[src/hw/rtl/pid_controller_periodic_integral_clear_macros.svh]
// Assertion macros for the PID controller with periodic integral clear.
`ifndef PID_CONTROLLER_PERIODIC_INTEGRAL_CLEAR_MACROS_SVH
`define PID_CONTROLLER_PERIODIC_INTEGRAL_CLEAR_MACROS_SVH

`ifndef SYNTHESIS
// Same-cycle implication, sampled on the rising clock, off during reset.
`define PCIC_ASSERT_IMPL(lbl, clk, rst_n, ante, cons) \
  lbl: assert property (@(posedge clk) disable iff (!rst_n) (ante) |-> (cons)) \
    else $error("pcic: same-cycle check failed");
// Next-cycle implication, sampled on the rising clock, off during reset.
`define PCIC_ASSERT_NEXT(lbl, clk, rst_n, ante, cons) \
  lbl: assert property (@(posedge clk) disable iff (!rst_n) (ante) |=> (cons)) \
    else $error("pcic: next-cycle check failed");
`else
`define PCIC_ASSERT_IMPL(lbl, clk, rst_n, ante, cons)
`define PCIC_ASSERT_NEXT(lbl, clk, rst_n, ante, cons)
`endif

`endif

[src/hw/rtl/pcic_pkg.sv]
// Package: types, widths and register codes of the PID controller.
`default_nettype none
package pcic_pkg;

  localparam int unsigned GAIN_W   = 16;
  localparam int unsigned SAMPLE_W = 16;
  localparam int unsigned ERR_W    = 17;
  localparam int unsigned DIFF_W   = 18;
  localparam int unsigned INTEG_W  = 32;
  localparam int unsigned OUT_W    = 24;
  localparam int unsigned CNT_W    = 9;
  localparam int unsigned PROD_P_W = GAIN_W + ERR_W;
  localparam int unsigned PROD_I_W = GAIN_W + INTEG_W;
  localparam int unsigned PROD_D_W = GAIN_W + DIFF_W;
  localparam int unsigned SUM_W    = PROD_I_W + 2;
  localparam int unsigned CFG_IDX_W = 3;
  localparam int unsigned CFG_DAT_W = 24;

  localparam int unsigned CLEAR_LIMIT_DEF = 501;
  localparam int unsigned FRAC_BITS_DEF   = 8;

  localparam logic signed [OUT_W-1:0] OUT_MIN_RST = 24'sh800000;
  localparam logic signed [OUT_W-1:0] OUT_MAX_RST = 24'sh7FFFFF;

  typedef enum logic [CFG_IDX_W-1:0] {
    REG_GAIN_P  = 3'd0,
    REG_GAIN_I  = 3'd1,
    REG_GAIN_D  = 3'd2,
    REG_OUT_MIN = 3'd3,
    REG_OUT_MAX = 3'd4
  } pcic_reg_e;

  typedef struct packed {
    logic signed [GAIN_W-1:0] gain_p;
    logic signed [GAIN_W-1:0] gain_i;
    logic signed [GAIN_W-1:0] gain_d;
    logic signed [OUT_W-1:0]  out_min;
    logic signed [OUT_W-1:0]  out_max;
  } pcic_cfg_t;

endpackage
`default_nettype wire

[src/hw/rtl/pcic_cfg_regs.sv]
// Configuration register file: gains and clamp limits.
`default_nettype none
module pcic_cfg_regs
  import pcic_pkg::*;
(
  input  wire logic                 clk_i,
  input  wire logic                 rst_ni,
  input  wire logic                 wr_en_i,
  input  wire logic [CFG_IDX_W-1:0] wr_idx_i,
  input  wire logic [CFG_DAT_W-1:0] wr_data_i,
  output pcic_cfg_t                 cfg_o
);

  pcic_cfg_t cfg_q, cfg_d;

  always_comb begin
    cfg_d = cfg_q;
    if (wr_en_i) begin
      case (wr_idx_i)
        REG_GAIN_P:  cfg_d.gain_p  = wr_data_i[GAIN_W-1:0];
        REG_GAIN_I:  cfg_d.gain_i  = wr_data_i[GAIN_W-1:0];
        REG_GAIN_D:  cfg_d.gain_d  = wr_data_i[GAIN_W-1:0];
        REG_OUT_MIN: cfg_d.out_min = wr_data_i[OUT_W-1:0];
        REG_OUT_MAX: cfg_d.out_max = wr_data_i[OUT_W-1:0];
        default: ;  // drop writes to unknown indexes
      endcase
    end
  end

  always_ff @(posedge clk_i or negedge rst_ni) begin
    if (!rst_ni) begin
      cfg_q.gain_p  <= '0;
      cfg_q.gain_i  <= '0;
      cfg_q.gain_d  <= '0;
      cfg_q.out_min <= OUT_MIN_RST;
      cfg_q.out_max <= OUT_MAX_RST;
    end else begin
      cfg_q <= cfg_d;
    end
  end

  assign cfg_o = cfg_q;

endmodule
`default_nettype wire

[src/hw/rtl/pcic_front.sv]
// Front stage: error, difference, saturating integral and clear counter.
`default_nettype none
`include "pid_controller_periodic_integral_clear_macros.svh"
module pcic_front
  import pcic_pkg::*;
#(
  parameter int unsigned CLEAR_LIMIT = CLEAR_LIMIT_DEF
) (
  input  wire logic                       clk_i,
  input  wire logic                       rst_ni,
  input  wire logic                       load_i,
  input  wire logic signed [SAMPLE_W-1:0] measured_i,
  input  wire logic signed [SAMPLE_W-1:0] setpoint_i,
  output logic signed [ERR_W-1:0]         err_o,
  output logic signed [DIFF_W-1:0]        diff_o,
  output logic signed [INTEG_W-1:0]       integ_o
);

  localparam logic [CNT_W-1:0] LIMIT = CNT_W'(CLEAR_LIMIT);
  localparam logic signed [INTEG_W:0] SAT_HI = {2'b00, {(INTEG_W-1){1'b1}}};
  localparam logic signed [INTEG_W:0] SAT_LO = {2'b11, {(INTEG_W-1){1'b0}}};

  logic signed [ERR_W-1:0]   last_err_q, last_err_d;
  logic signed [INTEG_W-1:0] integ_q, integ_d;
  logic [CNT_W-1:0]          count_q, count_d;
  logic signed [ERR_W-1:0]   err_q, err_d;
  logic signed [DIFF_W-1:0]  diff_q, diff_d;
  logic signed [INTEG_W-1:0] integ_use_q;
  logic signed [INTEG_W:0]   acc;

  always_comb begin
    err_d  = ERR_W'(setpoint_i) - ERR_W'(measured_i);
    diff_d = DIFF_W'(last_err_q) - DIFF_W'(err_d);
    acc    = (INTEG_W+1)'(integ_q) + (INTEG_W+1)'(err_d);
    if (acc > SAT_HI) begin
      integ_d = SAT_HI[INTEG_W-1:0];
    end else if (acc < SAT_LO) begin
      integ_d = SAT_LO[INTEG_W-1:0];
    end else begin
      integ_d = acc[INTEG_W-1:0];
    end
    if (count_q < LIMIT) begin
      count_d = count_q + 1'b1;
    end else begin
      count_d = '0;
      integ_d = '0;
    end
    last_err_d = err_d;
  end

  always_ff @(posedge clk_i or negedge rst_ni) begin
    if (!rst_ni) begin
      last_err_q <= '0;
      integ_q    <= '0;
      count_q    <= '0;
    end else if (load_i) begin
      last_err_q <= last_err_d;
      integ_q    <= integ_d;
      count_q    <= count_d;
    end
  end

  always_ff @(posedge clk_i) begin
    if (load_i) begin
      err_q       <= err_d;
      diff_q      <= diff_d;
      integ_use_q <= integ_d;
    end
  end

  assign err_o   = err_q;
  assign diff_o  = diff_q;
  assign integ_o = integ_use_q;

  `PCIC_ASSERT_IMPL(a_count_bound, clk_i, rst_ni, 1'b1, count_q <= LIMIT)
  `PCIC_ASSERT_NEXT(a_clear_step, clk_i, rst_ni, load_i && count_q >= LIMIT,
                    count_q == '0 && integ_q == '0)
  `PCIC_ASSERT_NEXT(a_count_step, clk_i, rst_ni, load_i && count_q < LIMIT,
                    count_q == $past(count_q) + 1'b1)

endmodule
`default_nettype wire

[src/hw/rtl/pcic_mult.sv]
// Multiply stage: the three gain products, registered.
`default_nettype none
module pcic_mult
  import pcic_pkg::*;
(
  input  wire logic                      clk_i,
  input  wire logic                      load_i,
  input  wire pcic_cfg_t                 cfg_i,
  input  wire logic signed [ERR_W-1:0]   err_i,
  input  wire logic signed [DIFF_W-1:0]  diff_i,
  input  wire logic signed [INTEG_W-1:0] integ_i,
  output logic signed [PROD_P_W-1:0]     prod_p_o,
  output logic signed [PROD_I_W-1:0]     prod_i_o,
  output logic signed [PROD_D_W-1:0]     prod_d_o,
  output logic signed [ERR_W-1:0]        err_o
);

  logic signed [PROD_P_W-1:0] prod_p_q, prod_p_d;
  logic signed [PROD_I_W-1:0] prod_i_q, prod_i_d;
  logic signed [PROD_D_W-1:0] prod_d_q, prod_d_d;
  logic signed [ERR_W-1:0]    err_q;

  always_comb begin
    prod_p_d = PROD_P_W'(cfg_i.gain_p) * PROD_P_W'(err_i);
    prod_i_d = PROD_I_W'(cfg_i.gain_i) * PROD_I_W'(integ_i);
    prod_d_d = PROD_D_W'(cfg_i.gain_d) * PROD_D_W'(diff_i);
  end

  always_ff @(posedge clk_i) begin
    if (load_i) begin
      prod_p_q <= prod_p_d;
      prod_i_q <= prod_i_d;
      prod_d_q <= prod_d_d;
      err_q    <= err_i;
    end
  end

  assign prod_p_o = prod_p_q;
  assign prod_i_o = prod_i_q;
  assign prod_d_o = prod_d_q;
  assign err_o    = err_q;

endmodule
`default_nettype wire

[src/hw/rtl/pcic_back.sv]
// Back stages: sum and scale, then clamp into the output register.
`default_nettype none
module pcic_back
  import pcic_pkg::*;
#(
  parameter int unsigned FRAC_BITS = FRAC_BITS_DEF
) (
  input  wire logic                       clk_i,
  input  wire logic                       load_sum_i,
  input  wire logic                       load_out_i,
  input  wire pcic_cfg_t                  cfg_i,
  input  wire logic signed [PROD_P_W-1:0] prod_p_i,
  input  wire logic signed [PROD_I_W-1:0] prod_i_i,
  input  wire logic signed [PROD_D_W-1:0] prod_d_i,
  input  wire logic signed [ERR_W-1:0]    err_i,
  output logic signed [OUT_W-1:0]         drive_o,
  output logic signed [ERR_W-1:0]         err_o
);

  logic signed [SUM_W-1:0] sum;
  logic signed [SUM_W-1:0] scaled_q, scaled_d;
  logic signed [ERR_W-1:0] err_s_q;
  logic signed [SUM_W-1:0] lo, hi;
  logic signed [OUT_W-1:0] drive_q, drive_d;
  logic signed [ERR_W-1:0] err_out_q;

  always_comb begin
    sum      = SUM_W'(prod_p_i) + SUM_W'(prod_i_i) + SUM_W'(prod_d_i);
    scaled_d = sum >>> FRAC_BITS;
  end

  // When the limits cross, a value below the low limit takes the low limit and any other value takes the high limit.
  always_comb begin
    lo = SUM_W'(cfg_i.out_min);
    hi = SUM_W'(cfg_i.out_max);
    if (scaled_q < lo) begin
      drive_d = cfg_i.out_min;
    end else if (scaled_q > hi) begin
      drive_d = cfg_i.out_max;
    end else begin
      drive_d = scaled_q[OUT_W-1:0];
    end
  end

  always_ff @(posedge clk_i) begin
    if (load_sum_i) begin
      scaled_q <= scaled_d;
      err_s_q  <= err_i;
    end
    if (load_out_i) begin
      drive_q   <= drive_d;
      err_out_q <= err_s_q;
    end
  end

  assign drive_o = drive_q;
  assign err_o   = err_out_q;

endmodule
`default_nettype wire

[src/hw/rtl/pid_controller_periodic_integral_clear.sv]
// Top level of the PID controller with periodic integral clear and output clamp.
`default_nettype none
`include "pid_controller_periodic_integral_clear_macros.svh"
// Each accepted item (measured, setpoint) yields one result (drive, error_now),
// in order. The block is a four-register pipeline: the front stage forms the
// error and the derivative difference and updates the saturating integral and
// the step counter in the cycle the item is accepted, the second stage forms
// the three gain products, the third sums and scales them by an arithmetic
// right shift of FRAC_BITS, and the fourth clamps into the output register.
// Throughput is one item per clock while the output is not stalled; the
// loop through the integral and counter update sets that rate. Each stage
// holds its contents only while the stage after it is full and cannot
// advance, so empty stages close up and the block keeps taking items while a
// finished result waits at the output. Every CLEAR_LIMIT+1st step clears the
// integral and the counter, and that step's drive uses an integral of zero.
// Write the configuration registers (0 gain_p, 1 gain_i, 2 gain_d, 3 out_min,
// 4 out_max) only while no item is in flight; the write port is always ready
// and ignores other indexes.
module pid_controller_periodic_integral_clear
  import pcic_pkg::*;
#(
  parameter int unsigned CLEAR_LIMIT = CLEAR_LIMIT_DEF,
  parameter int unsigned FRAC_BITS   = FRAC_BITS_DEF
) (
  input  wire logic                       clk_i,
  input  wire logic                       rst_ni,
  // input item channel
  input  wire logic                       in_valid_i,
  output logic                            in_stall_o,
  input  wire logic signed [SAMPLE_W-1:0] measured_i,
  input  wire logic signed [SAMPLE_W-1:0] setpoint_i,
  // result channel
  output logic                            out_valid_o,
  input  wire logic                       out_stall_i,
  output logic signed [OUT_W-1:0]         drive_o,
  output logic signed [ERR_W-1:0]         error_now_o,
  // configuration write channel
  input  wire logic                       cfg_valid_i,
  output logic                            cfg_ready_o,
  input  wire logic [CFG_IDX_W-1:0]       cfg_index_i,
  input  wire logic [CFG_DAT_W-1:0]       cfg_data_i
);

  pcic_cfg_t cfg;

  // Stage occupancy: front, multiply, sum, output.
  logic v1_q, v2_q, v3_q, v4_q;
  logic v1_d, v2_d, v3_d, v4_d;
  logic rdy1, rdy2, rdy3, rdy4;
  logic accept, ld2, ld3, ld4;

  logic signed [ERR_W-1:0]    err1, err2, err3;
  logic signed [DIFF_W-1:0]   diff1;
  logic signed [INTEG_W-1:0]  integ1;
  logic signed [PROD_P_W-1:0] prod_p;
  logic signed [PROD_I_W-1:0] prod_i;
  logic signed [PROD_D_W-1:0] prod_d;

  // A stage may load when it is empty or its contents move on this cycle.
  always_comb begin
    rdy4   = !v4_q || !out_stall_i;
    rdy3   = !v3_q || rdy4;
    rdy2   = !v2_q || rdy3;
    rdy1   = !v1_q || rdy2;
    accept = in_valid_i && rdy1;
    ld2    = v1_q && rdy2;
    ld3    = v2_q && rdy3;
    ld4    = v3_q && rdy4;
    v1_d   = accept || (v1_q && !ld2);
    v2_d   = ld2 || (v2_q && !ld3);
    v3_d   = ld3 || (v3_q && !ld4);
    v4_d   = ld4 || (v4_q && out_stall_i);
  end

  always_ff @(posedge clk_i or negedge rst_ni) begin
    if (!rst_ni) begin
      v1_q <= 1'b0;
      v2_q <= 1'b0;
      v3_q <= 1'b0;
      v4_q <= 1'b0;
    end else begin
      v1_q <= v1_d;
      v2_q <= v2_d;
      v3_q <= v3_d;
      v4_q <= v4_d;
    end
  end

  assign in_stall_o  = !rdy1;
  assign out_valid_o = v4_q;
  assign cfg_ready_o = 1'b1;

  pcic_cfg_regs u_cfg (
    .clk_i     (clk_i),
    .rst_ni    (rst_ni),
    .wr_en_i   (cfg_valid_i && cfg_ready_o),
    .wr_idx_i  (cfg_index_i),
    .wr_data_i (cfg_data_i),
    .cfg_o     (cfg)
  );

  pcic_front #(
    .CLEAR_LIMIT (CLEAR_LIMIT)
  ) u_front (
    .clk_i      (clk_i),
    .rst_ni     (rst_ni),
    .load_i     (accept),
    .measured_i (measured_i),
    .setpoint_i (setpoint_i),
    .err_o      (err1),
    .diff_o     (diff1),
    .integ_o    (integ1)
  );

  pcic_mult u_mult (
    .clk_i    (clk_i),
    .load_i   (ld2),
    .cfg_i    (cfg),
    .err_i    (err1),
    .diff_i   (diff1),
    .integ_i  (integ1),
    .prod_p_o (prod_p),
    .prod_i_o (prod_i),
    .prod_d_o (prod_d),
    .err_o    (err2)
  );

  pcic_back #(
    .FRAC_BITS (FRAC_BITS)
  ) u_back (
    .clk_i      (clk_i),
    .load_sum_i (ld3),
    .load_out_i (ld4),
    .cfg_i      (cfg),
    .prod_p_i   (prod_p),
    .prod_i_i   (prod_i),
    .prod_d_i   (prod_d),
    .err_i      (err2),
    .drive_o    (drive_o),
    .err_o      (err3)
  );

  assign error_now_o = err3;

  // An empty output register never holds back the input.
  `PCIC_ASSERT_IMPL(a_no_stall_when_empty, clk_i, rst_ni, !v4_q, !in_stall_o)
  // An accepted item always lands in the front stage.
  `PCIC_ASSERT_NEXT(a_accept_fills, clk_i, rst_ni, accept, v1_q)
  // A taken result with nothing behind it leaves the output empty.
  `PCIC_ASSERT_NEXT(a_drain_empty, clk_i, rst_ni,
                    out_valid_o && !out_stall_i && !v3_q, !out_valid_o)

endmodule
`default_nettype wire

[config.mk]
export PLATFORM = sky130hd
export DESIGN_NAME = pid_controller_periodic_integral_clear
export DESIGN_NICKNAME = d
export VERILOG_FILES = /design/src/hw/rtl/pcic_pkg.sv /design/src/hw/rtl/pcic_cfg_regs.sv /design/src/hw/rtl/pcic_front.sv /design/src/hw/rtl/pcic_mult.sv /design/src/hw/rtl/pcic_back.sv /design/src/hw/rtl/pid_controller_periodic_integral_clear.sv
export VERILOG_INCLUDE_DIRS = /design/src /design/src/hw/rtl
export SDC_FILE = /design/constraint.sdc
export NUM_CORES = 2
export LEC_CHECK = 0
export BUFFER_PORTS_ARGS = -buffer_cell sky130_fd_sc_hd__buf_4
export CAP_MARGIN = 20
export CORE_AREA = 2 2 381 421
export DETAILED_ROUTE_END_ITERATION = 8
export DIE_AREA = 0 0 383 423
export REMOVE_ABC_BUFFERS = 1
export SYNTH_ARGS = -nofsm -noshare
export SYNTH_HDL_FRONTEND = slang
export SYNTH_SLANG_ARGS = --single-unit
export TNS_END_PERCENT = 50
[constraint.sdc]
create_clock -name clk_i -period 8.5 [get_ports clk_i]
set_input_delay 0.85 -clock clk_i [delete_from_list [all_inputs] [get_ports clk_i]]
set_output_delay 0.85 -clock clk_i [all_outputs]
set_load 0.005 [all_outputs]
==> summary.txt <==
Synthesis
  • Post-Synthesis Cells: 6311
  • Mean post-synth cell area: 9.95 um2
  • Yosys cell types: 88
  • Synth async-reset ratio: 34.6%
  • Ys flop type: edfxtp_1
  • Yosys warns: 0
  • EDFF count, synth: 299
  • Synth cell count leaders: inv_1, fa_1, nand2_1
  • Leading area contributor after synthesis: fa_1
  • Count leader, synth: inv_1
  • Cell Area, Synth: 62800 um2
  • Synth top area cells: fa_1, edfxtp_1, ha_1
  • Sequential area share after synthesis: 20.6%
  • Post-synth top area share: 35.1%
  • Yosys reg bits: 457

Global route
  • Pin count of the biggest net entering global routing: 83
  • Vias in the first global route: 47400
  • First-pass GRT wire length: 267000 um
  • GRT overflow: 0
  • Gr usage total: 21.3%
  • Initial antenna violation count: 5

CTS
  • Clk slew on worst S/H paths: 0.06 ns
  • CTS root buffer: clkbuf_16
  • Post_cts resized: 0
  • CTS Hold Bufs: 0
  • CTS sink cnt: 457
  • Clock latency on the worst-skew pair: 0.66 ns
  • TritonCTS clock tree: built
  • Htree depth: 2
  • Total CTS buffers: 54
  • Clock Path Buffers: 3
  • Post-CTS setup buffer count: 0

Floorplan
  • Height of the die: 423 um
  • Die width: 383 um
  • IO Pins: 108
  • Standard-cell row count: 153
  • Total core area: 158000 um2
  • Initial core utilization: 39.9%
  • Die Area: 162000 um2

Setup path
  • CP delay by family, top: adder cells
  • Critical path launch point type: register
  • CP Max Fanout: 21
  • Cell mode on critical path: fa_1
  • Slowest-stage cell, CP: dfrtp_1
  • Worst Path Arrival: 7.83 ns
  • WP buf/inv: 5
  • Crit Path Category: register to register
  • Critical Path Sink Type: register
  • Req. time, crit path: 8.89 ns
  • CP Cell Sequence: nand2_1 -> fa_1 -> inv_1 -> fa_1 -> inv_1 -> fa_1 -> inv_1 -> fa_1 -> fa_1 -> inv_1 -> fa_1 -> inv_1 -> ha_1 -> a21o_1 -> o21ai_0 -> a2111oi_0 -> o211ai_1 -> nand3_1 -> a32o_1 -> or3_1 -> a21oi_1 -> xnor2_1
  • Crit-path max cell delay: 0.94 ns

Timing
  • Slew Limit Fails: 0
  • Setup TNS: 0 ns
  • RSZ-0062 raised after global routing: no
  • Max Freq: 134 MHz
  • Fin crit share: 87.6%
  • Setup slack after layout: 1.06 ns
  • Fin. Hold Viols: 0
  • Rel. slew slack: 25.5%
  • Clock Skews: 0.0206 ns
  • Slew @ Worst Pin: 1.12 ns
  • # setup viols final: 0
  • Tmin final: 7.44 ns

Cells and area
  • Multi-input gate area: 44100 um2
  • Fill cells: 15100
  • Final nets: 7963
  • Share of layout cells above drive strength 1: 6.29%
  • Reg area: 13000 um2
  • Synth-to-layout area growth: 7.93%

Routing
  • First-pass DRT Iterations: 6
  • Wirelength, routed: 165000 um
  • Vias per inst: 5.17
  • WL/cell: 19.6 um
  • Via count: 43700
  • DRC errors left: 0
  • Iteration-0 DRC Markers: 2451
  • Routed Antenna Nets: 0

Place
  • Hpwl dp: 133000 um
  • Final GP Congestion: 0.900
  • DP Worst Slack: 0.810 ns
  • Buffers added on ports: 106

Job
  • # Max-Cap Violations: 0

Status
  • Status: completed

Worst hold path
  • Hold crit path type: input port to async pin
[registers in the layout, summed over array words and instances, names as in the netlist]
signal              flops
u_cfg.cfg_o            96
u_mult.prod_i_o        48
u_back.scaled_q        42
u_mult.prod_d_o        34
u_mult.prod_p_o        33
u_front.integ_o        32
u_front.integ_q        32
u_back.drive_o         24
u_front.diff_o         18
u_back.err_o           17
u_back.err_s_q         17
u_front.err_o          17
u_front.last_err_q     17
u_mult.err_o           17
u_front.count_q         9
out_valid_o             1
v1_q                    1
v2_q                    1
v3_q                    1
[final timing paths]
kind / depth (start not counted) / startpoint / to / slack (ns)
setup / recovery: 22 / u_cfg.cfg_o[65] / u_mult.prod_i_o[46] / 1.06
hold / removal: 1 / rst_ni / u_cfg.cfg_o[23] / 0.27
setup reg to reg: 22 / u_cfg.cfg_o[65] / u_mult.prod_i_o[46] / 1.06
hold reg to reg: 0 / u_back.err_s_q[4] / u_back.err_o[4] / 0.41
max in group asynchronous: 3 / rst_ni / u_cfg.cfg_o[91] / 6.34
min in group clk_i: 2 / in_valid_i / v1_q / 0.40
[layer usage]
metal,GRT usage (%),routed length [um]
met3,3.11,8290
met1,25.5,65400
met5,0,13
met4,9.48,8790
met2,37.6,82900
[layout make-up]
cell class              count  area share (%)
multi-input cells        4312            65.0
inverters                1322            7.32
well taps                2092            3.86
clock inverters            38           0.633
flip-flops and latches    457            19.1
diodes                      1         0.00369
repair buffers            168            1.90
clock buffers              63            2.16
[cells in the final DEF, fill, tap and decap left out, types with 20 or more instances in the layout]
cell type / n
a21o_1: 118
o211ai_1: 23
a21oi_1: 205
nand3_1: 80
o21a_1: 26
nor3_1: 37
nand2_1: 765
o21bai_1: 28
buf_4: 166
mux2_2: 73
edfxtp_1: 299
xnor2_1: 144
dfrtp_1: 131
ha_1: 482
inv_1: 1319
mux2i_1: 49
clkbuf_16: 56
nand4_1: 31
nand2b_1: 55
a221o_1: 27
a211oi_1: 25
and2_1: 413
dfstp_2: 24
nor2_1: 163
fa_1: 1102
xor2_1: 63
o21ai_0: 150
a31oi_1: 20
nor2b_1: 33
[cells by family (layout without fill, tap and decap cells)]
family                   count (synthesis)  after routing  share of synthesized area (%)
AND/OR/NAND/NOR                       1670           1670                           12.8
XOR/XNOR                               207            207                           2.89
flip-flops                             457            457                           20.6
buffers and inverters                 1542           1591                           9.27
other                                    1              2                        0.00597
multiplexers                           122            122                           2.09
AO/OA/AOI/OAI                          728            728                           7.58
adder cells (fa/ha/maj)               1584           1584                           44.7
[stage by stage]
stage	util [%]	cell area (um2)	hold slack (ns)	cells
floorplan	-	62000	0.400	6091
detailed placement	41.8	65900	0.405	8350
CTS	43.0	67800	0.264	8451
global placement	41.8	65900	0.404	8350
global route	43.0	67800	0.303	8452
finish	43.0	67800	0.266	8453
Power is left out: the tool's default activity adds up to more than one toggle a clock period on the data nets, which glitch-free logic cannot reach.
